[config.mk]
export PLATFORM = sky130hd
export DESIGN_NAME = mi3_fifo
export DESIGN_NICKNAME = d
export VERILOG_FILES = /design/src/hw/rtl/mi3_pkg.sv /design/src/hw/rtl/mi3_fifo.sv
export SDC_FILE = /design/constraint.sdc
export NUM_CORES = 1
export LEC_CHECK = 0
export ABC_AREA = 1
export ABC_CLOCK_PERIOD_IN_PS = 3000
export BUFFER_PORTS_ARGS = -buffer_cell sky130_fd_sc_hd__buf_4
export CAP_MARGIN = 20
export CORE_UTILIZATION = 36
export DETAILED_ROUTE_END_ITERATION = 10
export PLACE_DENSITY_LB_ADDON = 0.15
export SKIP_CTS_REPAIR_TIMING = 1
export SYNTH_ARGS = -nofsm -noshare
export SYNTH_HDL_FRONTEND = slang
export SYNTH_SLANG_ARGS = --single-unit
[constraint.sdc]
create_clock -name clk -period 3 [get_ports clk]
set_input_delay 0.45 -clock clk [delete_from_list [all_inputs] [get_ports clk]]
set_output_delay 0.45 -clock clk [all_outputs]
set_load 0.05 [all_outputs]
[src/hw/rtl/mi3_pkg.sv]
// mi3_pkg: shared constants and types of the 3x3 inverse / determinant core
// no dependencies; imported by every module of the block

package mi3_pkg;

	localparam int ENTRY_WIDTH_DEF = 32;
	localparam int FRAC_BITS_DEF   = 16;
	localparam int NUM_ENTRIES     = 9;
	// queue between front and back, power of two
	localparam int FIFO_DEPTH      = 4;

	typedef struct packed {
		logic full;
		logic empty;
	} fifo_st_t;

endpackage

[src/hw/rtl/mi3_fifo.sv]
// mi3_fifo: short register queue between the front and back pipelines
// depends on mi3_pkg for the status struct

module mi3_fifo
	import mi3_pkg::*;
#(
	parameter int WIDTH = 8,
	parameter int DEPTH = FIFO_DEPTH
) (
	input  logic             clk,
	input  logic             arst_n,
	input  logic             push,
	input  logic [WIDTH-1:0] din,
	input  logic             pop,
	output logic [WIDTH-1:0] dout,
	output fifo_st_t         st
);

	localparam int PW = $clog2(DEPTH);

	logic [WIDTH-1:0] mem_q [DEPTH];
	logic [PW-1:0]    wp_q;
	logic [PW-1:0]    rp_q;
	logic [PW:0]      cnt_q;

	always_ff @(posedge clk) begin
		if (push) begin
			mem_q[wp_q] <= din;
		end
	end

	always_ff @(posedge clk or negedge arst_n) begin
		if (!arst_n) begin
			wp_q  <= '0;
			rp_q  <= '0;
			cnt_q <= '0;
		end else begin
			if (push) begin
				wp_q <= wp_q + 1'b1;
			end
			if (pop) begin
				rp_q <= rp_q + 1'b1;
			end
			if (push && !pop) begin
				cnt_q <= cnt_q + 1'b1;
			end else if (pop && !push) begin
				cnt_q <= cnt_q - 1'b1;
			end
		end
	end

	assign dout     = mem_q[rp_q];
	assign st.full  = (cnt_q == (PW+1)'(DEPTH));
	assign st.empty = (cnt_q == '0);

endmodule

Word level (Yosys, flattened, before mapping)
Memories as Yosys holds them, arrays and structs flattened.
Index checks and enable logic that the tools add are counted.
{"block": "word_totals", "register_bits": 7, "mem_bits_rw": 32, "in_bits": 12, "out_inout_bits": 10, "elab_cells": 19, "mem_count": 1}
{"memory": "mem_q", "depth": 4, "word_bits": 8, "rd": 1, "rd_clocked_by_memory_dff": 0, "wr": 1, "line_no": "mi3_fifo.sv:21", "source": "logic [WIDTH-1:0] mem_q [DEPTH];"}
{"block": "classes", "addsub": 4, "eq_ne": 1, "mux": 4, "reduce_logical": 6}
{"op": "$mux 3", "count": 2}
{"op": "$add 2x1->2 const B", "count": 2}
{"op": "$add 3x1->3 const B", "count": 1}
{"op": "$eq 3x3->1 const B", "count": 1}
{"op": "$logic_not 3->1", "count": 1}
{"op": "$sub 3x1->3 const B", "count": 1}
{"op": "$logic_and 1x1->1", "count": 2}
{"op": "$logic_not 1->1", "count": 2}
{"op": "$mux 1", "count": 2}
{"op": "$reduce_bool 2->1", "count": 1}

Depth between registers and ports, before layout
Gate-level depths: netlist (run 1).
{"block": "logic_depth", "ltp_word": 4, "mapped_depth": 9}

Worst setup path after synthesis (run 1)
OpenSTA, ideal clock, no wires.
{"block": "synth_timing", "path_kind": "reg-to-output", "from": "register cnt_q[0]", "to": "output port st[0] (netlist name)", "arrival_ns": 1.522, "required_time_ns": 2.550, "path_slack_ns": 1.028, "path_stages_with_launch": 2, "n_path_buf": 0, "cell_sequence": "dfrtp_1 > nor3_1"}
{"element": "start: declaration", "line_no": "mi3_fifo.sv:24", "source": "logic [PW:0] cnt_q;"}
{"element": "start signal: assignment", "line_no": "mi3_fifo.sv:45", "source": "cnt_q <= cnt_q + 1'b1;"}
{"element": "start signal: assignment", "line_no": "mi3_fifo.sv:47", "source": "cnt_q <= cnt_q - 1'b1;"}
{"element": "end: declaration", "line_no": "mi3_fifo.sv:16", "source": "output fifo_st_t st"}

Worst setup path after layout (run 1)
{"block": "layout_timing", "from": "register rp_q[0]", "to": "output port dout[4]"}
{"block": "layout_between", "elab_chain_len": 1}
{"element": "start: declaration", "line_no": "mi3_fifo.sv:23", "source": "logic [PW-1:0] rp_q;"}
{"element": "start signal: assignment", "line_no": "mi3_fifo.sv:42", "source": "rp_q <= rp_q + 1'b1;"}
{"element": "$mem_v2 4x8"}
{"element": "end: declaration", "line_no": "mi3_fifo.sv:15", "source": "output logic [WIDTH-1:0] dout,"}
Every way passes these cells.

==> impl_table.tex, run 1 <==
\begin{tabular}{lr}
\hline
Metric & Value \\
\hline
\multicolumn{2}{l}{\textbf{Clock tree}} \\
Clock tree root buffer cell & clkbuf\_8 \\
Maximum level of the CTS H-tree & 2 \\
Clock tree from TritonCTS & built \\
Num CTS Buffers & 5 \\
CTS clock-pin slew for the worst setup and hold paths & 70 ps \\
Bufs on Longest Clock Path & 2 \\
Clock latency at the later pin of the worst-skew pair & 280 ps \\
Number of clock sinks seen by CTS & 39 \\
\multicolumn{2}{l}{\textbf{Cells and area}} \\
Antenna Diode Count & 0 \\
Number of nets at the end of the flow & 183 \\
Number of fill cells in the layout & 421 \\
Synth-to-Final Area Change & 18.62\% \\
Share of layout cells above drive strength 1 & 18.67\% \\
Core occupancy in the finished layout & 45.55\% \\
\multicolumn{2}{l}{\textbf{Floorplan}} \\
\# IOs & 22 \\
Initial Utilization & 38.40\% \\
Die Span X & 70.85 um \\
Die Ht & 70.85 um \\
Standard-cell row count & 24 \\
Core Box Area & 4444 um\^{}2 \\
Die area & 5020 um\^{}2 \\
\multicolumn{2}{l}{\textbf{Placed design}} \\
Routability-driven placement congestion ratio & 0.8559 \\
Hpwl dp & 1.936 mm \\
Input/output buffers & 21 \\
\multicolumn{2}{l}{\textbf{Setup path}} \\
Crit path arrival time & 1830 ps \\
Worst Setup Path Type & reg2out \\
Element type at the critical path end & output port \\
Reg-to-reg slack, setup & 1440 ps \\
Type of element launching the critical path & flop \\
CP Data Required Time & 2550 ps \\
Largest driver fanout on the critical path & 33 \\
\multicolumn{2}{l}{\textbf{Logic synthesis}} \\
Fraction of registers with async set/reset & 17.95\% \\
Sequential share of the synthesized area & 66.57\% \\
Number of warnings reported in the yosys synthesis log & 0 \\
Cells after synthesis & 141 \\
Count of cell types in the netlist & 18 \\
Number of flops mapped to enable cells by yosys & 32 \\
Synth area leaders & edfxtp\_1 (56\%), dfrtp\_1 (10\%), nand2\_1 (8.1\%), o211ai\_1 (6.6\%), inv\_1 (5.9\%) \\
Number of nets produced by synthesis & 159 \\
Netlist Area Pre-Place & 1707 um\^{}2 \\
Post-synth top flop & edfxtp\_1 \\
Cell taking the most area after synthesis & edfxtp\_1 \\
Per-instance average area after synthesis & 12.10 um\^{}2 \\
Register bit total from synthesis & 39 \\
Top-area cell type share of the netlist area & 56.30\% \\
Leading cell types by count after synthesis & nand2\_1 (37), edfxtp\_1 (32), inv\_1 (27) \\
Most repeated cell in the gate-level netlist after synthesis & nand2\_1 \\
\multicolumn{2}{l}{\textbf{GRT}} \\
GR Util met3 & 5.128\% \\
Wire length of the first global-routing pass & 4.712 mm \\
Maximum number of pins on one net before global-route repair & 34 \\
Fraction of met2 tracks used by global routing & 21.90\% \\
Antenna violations before repair & 0 \\
Met1 demand-to-capacity share in global routing & 14.78\% \\
Overall fraction of global-route tracks in use & 12.99\% \\
Aggregate global routing overflow & 0 \\
GRT busiest layer & met2 \\
Number of global-route vias before repair & 1035 \\
\multicolumn{2}{l}{\textbf{Timing}} \\
Setup repair after global routing missed its margin & no \\
Post-route clock period utilization & 75.89\% \\
Least-Margin Pin Slew & 1001 ps \\
Achievable frequency & 439.2 MHz \\
Max-slew violation count & 0 \\
Total negative slack for setup checks & 0 ps \\
Final setup viols & 0 \\
Fin. Hold Viols & 0 \\
Min cycle time layout & 2277 ps \\
Worst setup skew after layout & 6.145 ps \\
Relative slew margins & 33.24\% \\
\multicolumn{2}{l}{\textbf{Outcome}} \\
Outcome & completed \\
\multicolumn{2}{l}{\textbf{Route}} \\
DRC & 0 \\
Routed via count & 1002 \\
Drt pass-1 iters & 6 \\
Detailed router's first-iteration violation count & 56 \\
Average vias per placed instance & 4.596 \\
DR WL/cell & 13.19 um \\
Post-DRT Antenna Nets & 0 \\
Total routed wirelength & 2.876 mm \\
\multicolumn{2}{l}{\textbf{Power}} \\
Leakage & 0.0008948 uW \\
Worst-case vdd ir drop & 375.2 uV \\
PD cells & 1124 nW/um\^{}2 \\
\multicolumn{2}{l}{\textbf{Hold path}} \\
Hold crit path type & in2reg \\
\multicolumn{2}{l}{\textbf{Run}} \\
Max-cap violations & 0 \\
\hline
\end{tabular}
==> layout make-up <==
class                   count  area [um^2]  share of cell area (%)
well taps                  52        65.06                   3.214
clock buffers               6        72.57                   3.585
flip-flops and latches     39         1136                   56.12
inverters                  28        107.6                   5.315
clock inverters             2        60.06                   2.967
multi-input cells          68        407.9                   20.15
repair buffers             23        175.2                   8.653
==> logic make-up after synthesis <==
family,after synthesis,synth area share [%]
simple gates,41,9.384
flops,39,66.57
buf+inv,34,9.530
compound gates,17,7.624
fa+ha+maj,6,4.839
xor+xnor,4,2.053
==> cell usage in the layout, fill, tap and decap left out <==
cell / n
xnor2_1: 1
fa_1: 1
dfrtp_1: 7
nand3_1: 1
edfxtp_1: 32
o211ai_1: 15
nor3_1: 2
clkbuf_8: 5
bufinv_16: 2
clkbuf_1: 1
buf_4: 22
o211ai_2: 1
o21ai_1: 1
inv_4: 1
inv_1: 27
xor2_1: 3
dlygate4sd3_1: 1
nand4_1: 1
nand2_1: 37
ha_1: 5
==> routing by layer <==
layer  part of all wire [%]  up-vias  routed length [um]
li1                       -      510                   -
met1                     45      473                1302
met2                     50       17                1446
met3                    3.5        2                 102
met4                   0.87        0                  25
met5                      0        -                   0
==> final timing paths <==
kind	start	cells after the start	end
worst max-delay path	rp_q[0]	3	dout[4]
worst min-delay path	pop	2	rp_q[0]
worst max register to register	rp_q[0]	3	rp_q[1]
worst min register to register	cnt_q[2]	2	cnt_q[2]
max in group asynchronous	arst_n	2	wp_q[1]
min in group asynchronous	arst_n	2	cnt_q[2]
==> sequential cells by signal, indices dropped and copies added (netlist names) <==
signal	count
mem_q	32
wp_q	2
rp_q	2
cnt_q	3
==> report_power, final <==
group          internal (uW)  leakage (uW)  total (uW)  switching (uW)
Sequential               724      0.000377         868             144
Combinational            290      0.000452         904             614
Clock                    332     0.0000654         504             172
Total                   1350      0.000895        2280             930
==> worst max-delay path: stages, from the launching register on <==
cell and delay [ps]:
dfrtp_1 1000, o211ai_1 220, nand2_1 120, buf_4 200
==> per-stage QoR <==
stage	hold WS, ps	cell area [um^2]	setup WS, ps	std cells	power (uW)
2_1_floorplan	154.4	1707	1028	141	1561
3_3_place_gp	269.0	1882	1099	209	1760
3_5_place_dp	270.8	1882	1027	209	1794
4_1_cts	-41.41	2014	704.3	217	2301
5_1_grt	344.4	2024	554.5	218	2413
6_report	353.7	2024	723.2	218	2276
(Power assumes the default switching activity.)
==> run 2, diff against run 1 <==
Settings changed: ABC_AREA 1 to 0, ABC_CLOCK_PERIOD_IN_PS 3000 to 2300.
Clock period 3 ns to 2.3 ns, I/O delays scaled along.
==> run 2 against run 1 <==
  * Cell area fell by 8.6%
  * Utilization rose by 0.054 points
  * Flip-flop and latch count did not move
  * Routed wire length fell by 16%
  * Clock-buffer cell count rose by 1
  * Die area fell by 9.0%
  * Register-to-register slack got worse by 550 ps
  * Sequential power rose by 23%
  * Critical endpoint is now dout[2]
==> impl_table.tex, run 2 <==
\begin{tabular}{lr}
\hline
Metric & Value \\
\hline
\multicolumn{2}{l}{\textbf{Outcome}} \\
Outcome & completed \\
\multicolumn{2}{l}{\textbf{Cells and area}} \\
Largest registers in the final layout & mem\_q (32), cnt\_q (3) \\
Footprint of the multi-input gates & 380.4 um\^{}2 (-6.7\%) \\
Antenna Diode Count & 0 (unchanged) \\
Number of nets at the end of the flow & 122 (-33\%) \\
Synth-to-Final Area Change & 19.56\% \\
Most frequent cells in the layout & edfxtp\_1 (32), buf\_4 (22), mux4\_2 (8), dfrtp\_1 (7) \\
Share of layout cells above drive strength 1 & 35.24\% (+17 points) \\
Number of fill cells in the layout & 360 (-14\%) \\
Register Area & 1136 um\^{}2 (unchanged) \\
Most frequent standard cell in the layout excluding fill and tap cells & edfxtp\_1 \\
Number of flip-flops under the largest register name & 32 (unchanged) \\
Register with the most flip-flops & mem\_q \\
\multicolumn{2}{l}{\textbf{Floorplan}} \\
Core Box Area & 4058 um\^{}2 (-8.7\%) \\
\# IOs & 22 (unchanged) \\
Initial Utilization & 38.14\% (-0.26 points) \\
Die Ht & 67.57 um (-4.6\%) \\
Standard-cell row count & 23 (-4.2\%) \\
Die Span X & 67.57 um (-4.6\%) \\
Die area & 4566 um\^{}2 (-9.0\%) \\
\multicolumn{2}{l}{\textbf{Logic synthesis}} \\
Synth area leaders & edfxtp\_1 (62\%), mux4\_2 (12\%), dfrtp\_1 (11\%), ha\_1 (4.0\%), xor2\_1 (2.3\%) \\
Sequential share of the synthesized area & 73.40\% (+6.8 points) \\
Number of nets produced by synthesis & 94 (-41\%) \\
Cell taking the most area after synthesis & edfxtp\_1 \\
Count of cell types in the netlist & 17 (-1) \\
Synth Area in Adders & 5.335\% (+0.50 points) \\
Synthesized-area fraction occupied by ao, oa, aoi and oai cells & 0.3234\% (-7.3 points) \\
Register bit total from synthesis & 39 (unchanged) \\
Per-instance average area after synthesis & 20.36 um\^{}2 (+68\%) \\
Post-synth top flop & edfxtp\_1 \\
Number of warnings reported in the yosys synthesis log & 0 (unchanged) \\
Leading cell types by count after synthesis & edfxtp\_1 (32), mux4\_2 (8), dfrtp\_1 (7) \\
Largest family of logic cells by synthesized area & multiplexers \\
Most repeated cell in the gate-level netlist after synthesis & edfxtp\_1 \\
Fraction of registers with async set/reset & 17.95\% (unchanged) \\
Number of flops mapped to enable cells by yosys & 32 (unchanged) \\
Netlist Area Pre-Place & 1548 um\^{}2 (-9.3\%) \\
Simple-Gate Fraction of Synth Area & 3.153\% (-6.2 points) \\
Fraction of synthesized area in multiplexers & 12.37\% (+12 points) \\
Cells after synthesis & 76 (-46\%) \\
Top-area cell type share of the netlist area & 62.09\% (+5.8 points) \\
Synthesized-area fraction occupied by xor and xnor cells & 3.395\% (+1.3 points) \\
\multicolumn{2}{l}{\textbf{Route}} \\
Drt pass-1 iters & 4 (-2) \\
Detailed router's first-iteration violation count & 43 (-23\%) \\
DR WL/cell & 15.59 um (+18\%) \\
DRC & 0 (unchanged) \\
Routed via count & 726 (-28\%) \\
Post-DRT Antenna Nets & 0 (unchanged) \\
Average vias per placed instance & 4.684 (+1.9\%) \\
Total routed wirelength & 2.416 mm (-16\%) \\
\multicolumn{2}{l}{\textbf{Clock tree}} \\
Num CTS Buffers & 5 (unchanged) \\
Maximum level of the CTS H-tree & 2 (unchanged) \\
Clock tree from TritonCTS & built \\
Clock tree root buffer cell & clkbuf\_8 \\
Bufs on Longest Clock Path & 2 (unchanged) \\
Number of clock sinks seen by CTS & 39 (unchanged) \\
Clock latency at the later pin of the worst-skew pair & 280 ps (about the same) \\
CTS clock-pin slew for the worst setup and hold paths & 70 ps (about the same) \\
\multicolumn{2}{l}{\textbf{GRT}} \\
Wire length of the first global-routing pass & 3.898 mm (-17\%) \\
Number of global-route vias before repair & 756 (-27\%) \\
Antenna violations before repair & 0 (unchanged) \\
Overall fraction of global-route tracks in use & 12.85\% (-0.14 points) \\
Aggregate global routing overflow & 0 (unchanged) \\
Maximum number of pins on one net before global-route repair & 12 (-65\%) \\
\multicolumn{2}{l}{\textbf{Hold path}} \\
Hold path start & din[3] \\
Hold crit path type & in2reg \\
Cell depth of the worst min-delay path & 1 (-1) \\
Worst Hold Path EP & mem\_q[2][3] \\
\multicolumn{2}{l}{\textbf{Power}} \\
Worst-case vdd ir drop & 443.7 uV (+18\%) \\
PD cells & 1359 nW/um\^{}2 (+21\%) \\
Leakage & 0.0006909 uW (-23\%) \\
\multicolumn{2}{l}{\textbf{Timing}} \\
Final setup viols & 0 (unchanged) \\
Worst setup skew after layout & 4.678 ps (-1.467 ps) \\
Achievable frequency & 488.0 MHz \\
Max-slew violation count & 0 (unchanged) \\
Fin. Hold Viols & 0 (unchanged) \\
Setup repair after global routing missed its margin & no \\
Total negative slack for setup checks & 0 ps (unchanged) \\
Relative slew margins & 68.91\% (+36 points) \\
Least-Margin Pin Slew & 466.3 ps (-535.1 ps) \\
Min cycle time layout & 2049 ps \\
Worst slack on hold paths & 258.8 ps (-94.84 ps) \\
Post-route clock period utilization & 89.09\% \\
\multicolumn{2}{l}{\textbf{Setup path}} \\
R2R Path End & mem\_q[2][5] \\
CP Data Required Time & 1960 ps (-590 ps) \\
Crit path arrival time & 1700 ps (-130 ps) \\
Largest driver fanout on the critical path & 6 (-82\%) \\
Type of element launching the critical path & flop \\
R2r startpoint & wp\_q[0] \\
Reg-to-reg slack, setup & 890 ps (-550 ps) \\
Element type at the critical path end & output port \\
Number of cells on the worst reg-to-reg path & 3 (unchanged) \\
Worst Setup Path Type & reg2out \\
\multicolumn{2}{l}{\textbf{Placed design}} \\
Input/output buffers & 21 (unchanged) \\
Routability-driven placement congestion ratio & 0.6351 (-26\%) \\
Hpwl dp & 1.659 mm (-14\%) \\
\multicolumn{2}{l}{\textbf{Run}} \\
Max-cap violations & 0 (unchanged) \\
\hline
\end{tabular}
==> run 2: changes by cell type after synthesis, sizes merged, moves of 3 or more <==
cell / change
nand2: -35
inv: -24
o211ai: -16
mux4: +8
and2: +4
buf: -3
==> run 2: cell type report <==
class / count / share of cell area [%]
inverters: 4 / 0.8114
flip-flops and latches: 39 / 61.39
clock buffers: 7 / 4.124
multi-input cells: 31 / 20.55
repair buffers: 23 / 9.466
well taps: 50 / 3.381
clock inverters: 1 / 0.2705
==> run 2: metrics by stage <==
step                setup WS (ps)  cell area [um^2]  total power, uW  cells  utilization (%)
floorplan                   355.8              1548             1839     76                -
global placement            551.5              1759             2098    146            43.35
detailed placement          525.2              1759             2121    146            43.35
CTS                         217.1              1841             2552    154            45.36
global route                146.3              1851             2663    155            45.61
finish                      251.0              1851             2515    155            45.61
==> run 2: kinds of logic (layout without fill, tap and decap cells) <==
kind of cell	count (synthesis)	after routing
compound gates	1	1
xor+xnor	6	6
fa+ha+maj	6	6
buf+inv	6	35
flops	39	39
mux	9	9
simple gates	9	9
==> run 2: worst max-delay path by stage <==
stage                   from       to  slack, ps
floorplan           cnt_q[0]    st[1]        360
global placement     rp_q[0]  dout[5]        550
detailed placement   rp_q[0]  dout[5]        530
CTS                  rp_q[0]  dout[5]        220
global route         rp_q[0]  dout[5]        150
finish               rp_q[0]  dout[2]        250
==> run 2: critical path, stage by stage, from the launching register on <==
cell and delay [ps]:
dfrtp_1 470, buf_4 230, mux4_2 510, buf_4 200
==> run 2: layer usage <==
layer / part of all wire (%) / GRT usage (%) / vias to the layer above
li1: - / - / 344
met1: 44 / 16.15 / 356
met2: 48 / 19.18 / 21
met3: 5.6 / 5.068 / 5
met4: 1.9 / 6.383 / 0
met5: 0 / 0 / -
==> run 2: where the power goes <==
group          switching [uW]  total (uW)  internal [uW]  leakage, uW
logic                     617        1010            390     0.000273
registers                 125        1070            947     0.000376
clock network             223         436            213    0.0000422
total                     965        2510           1550     0.000691
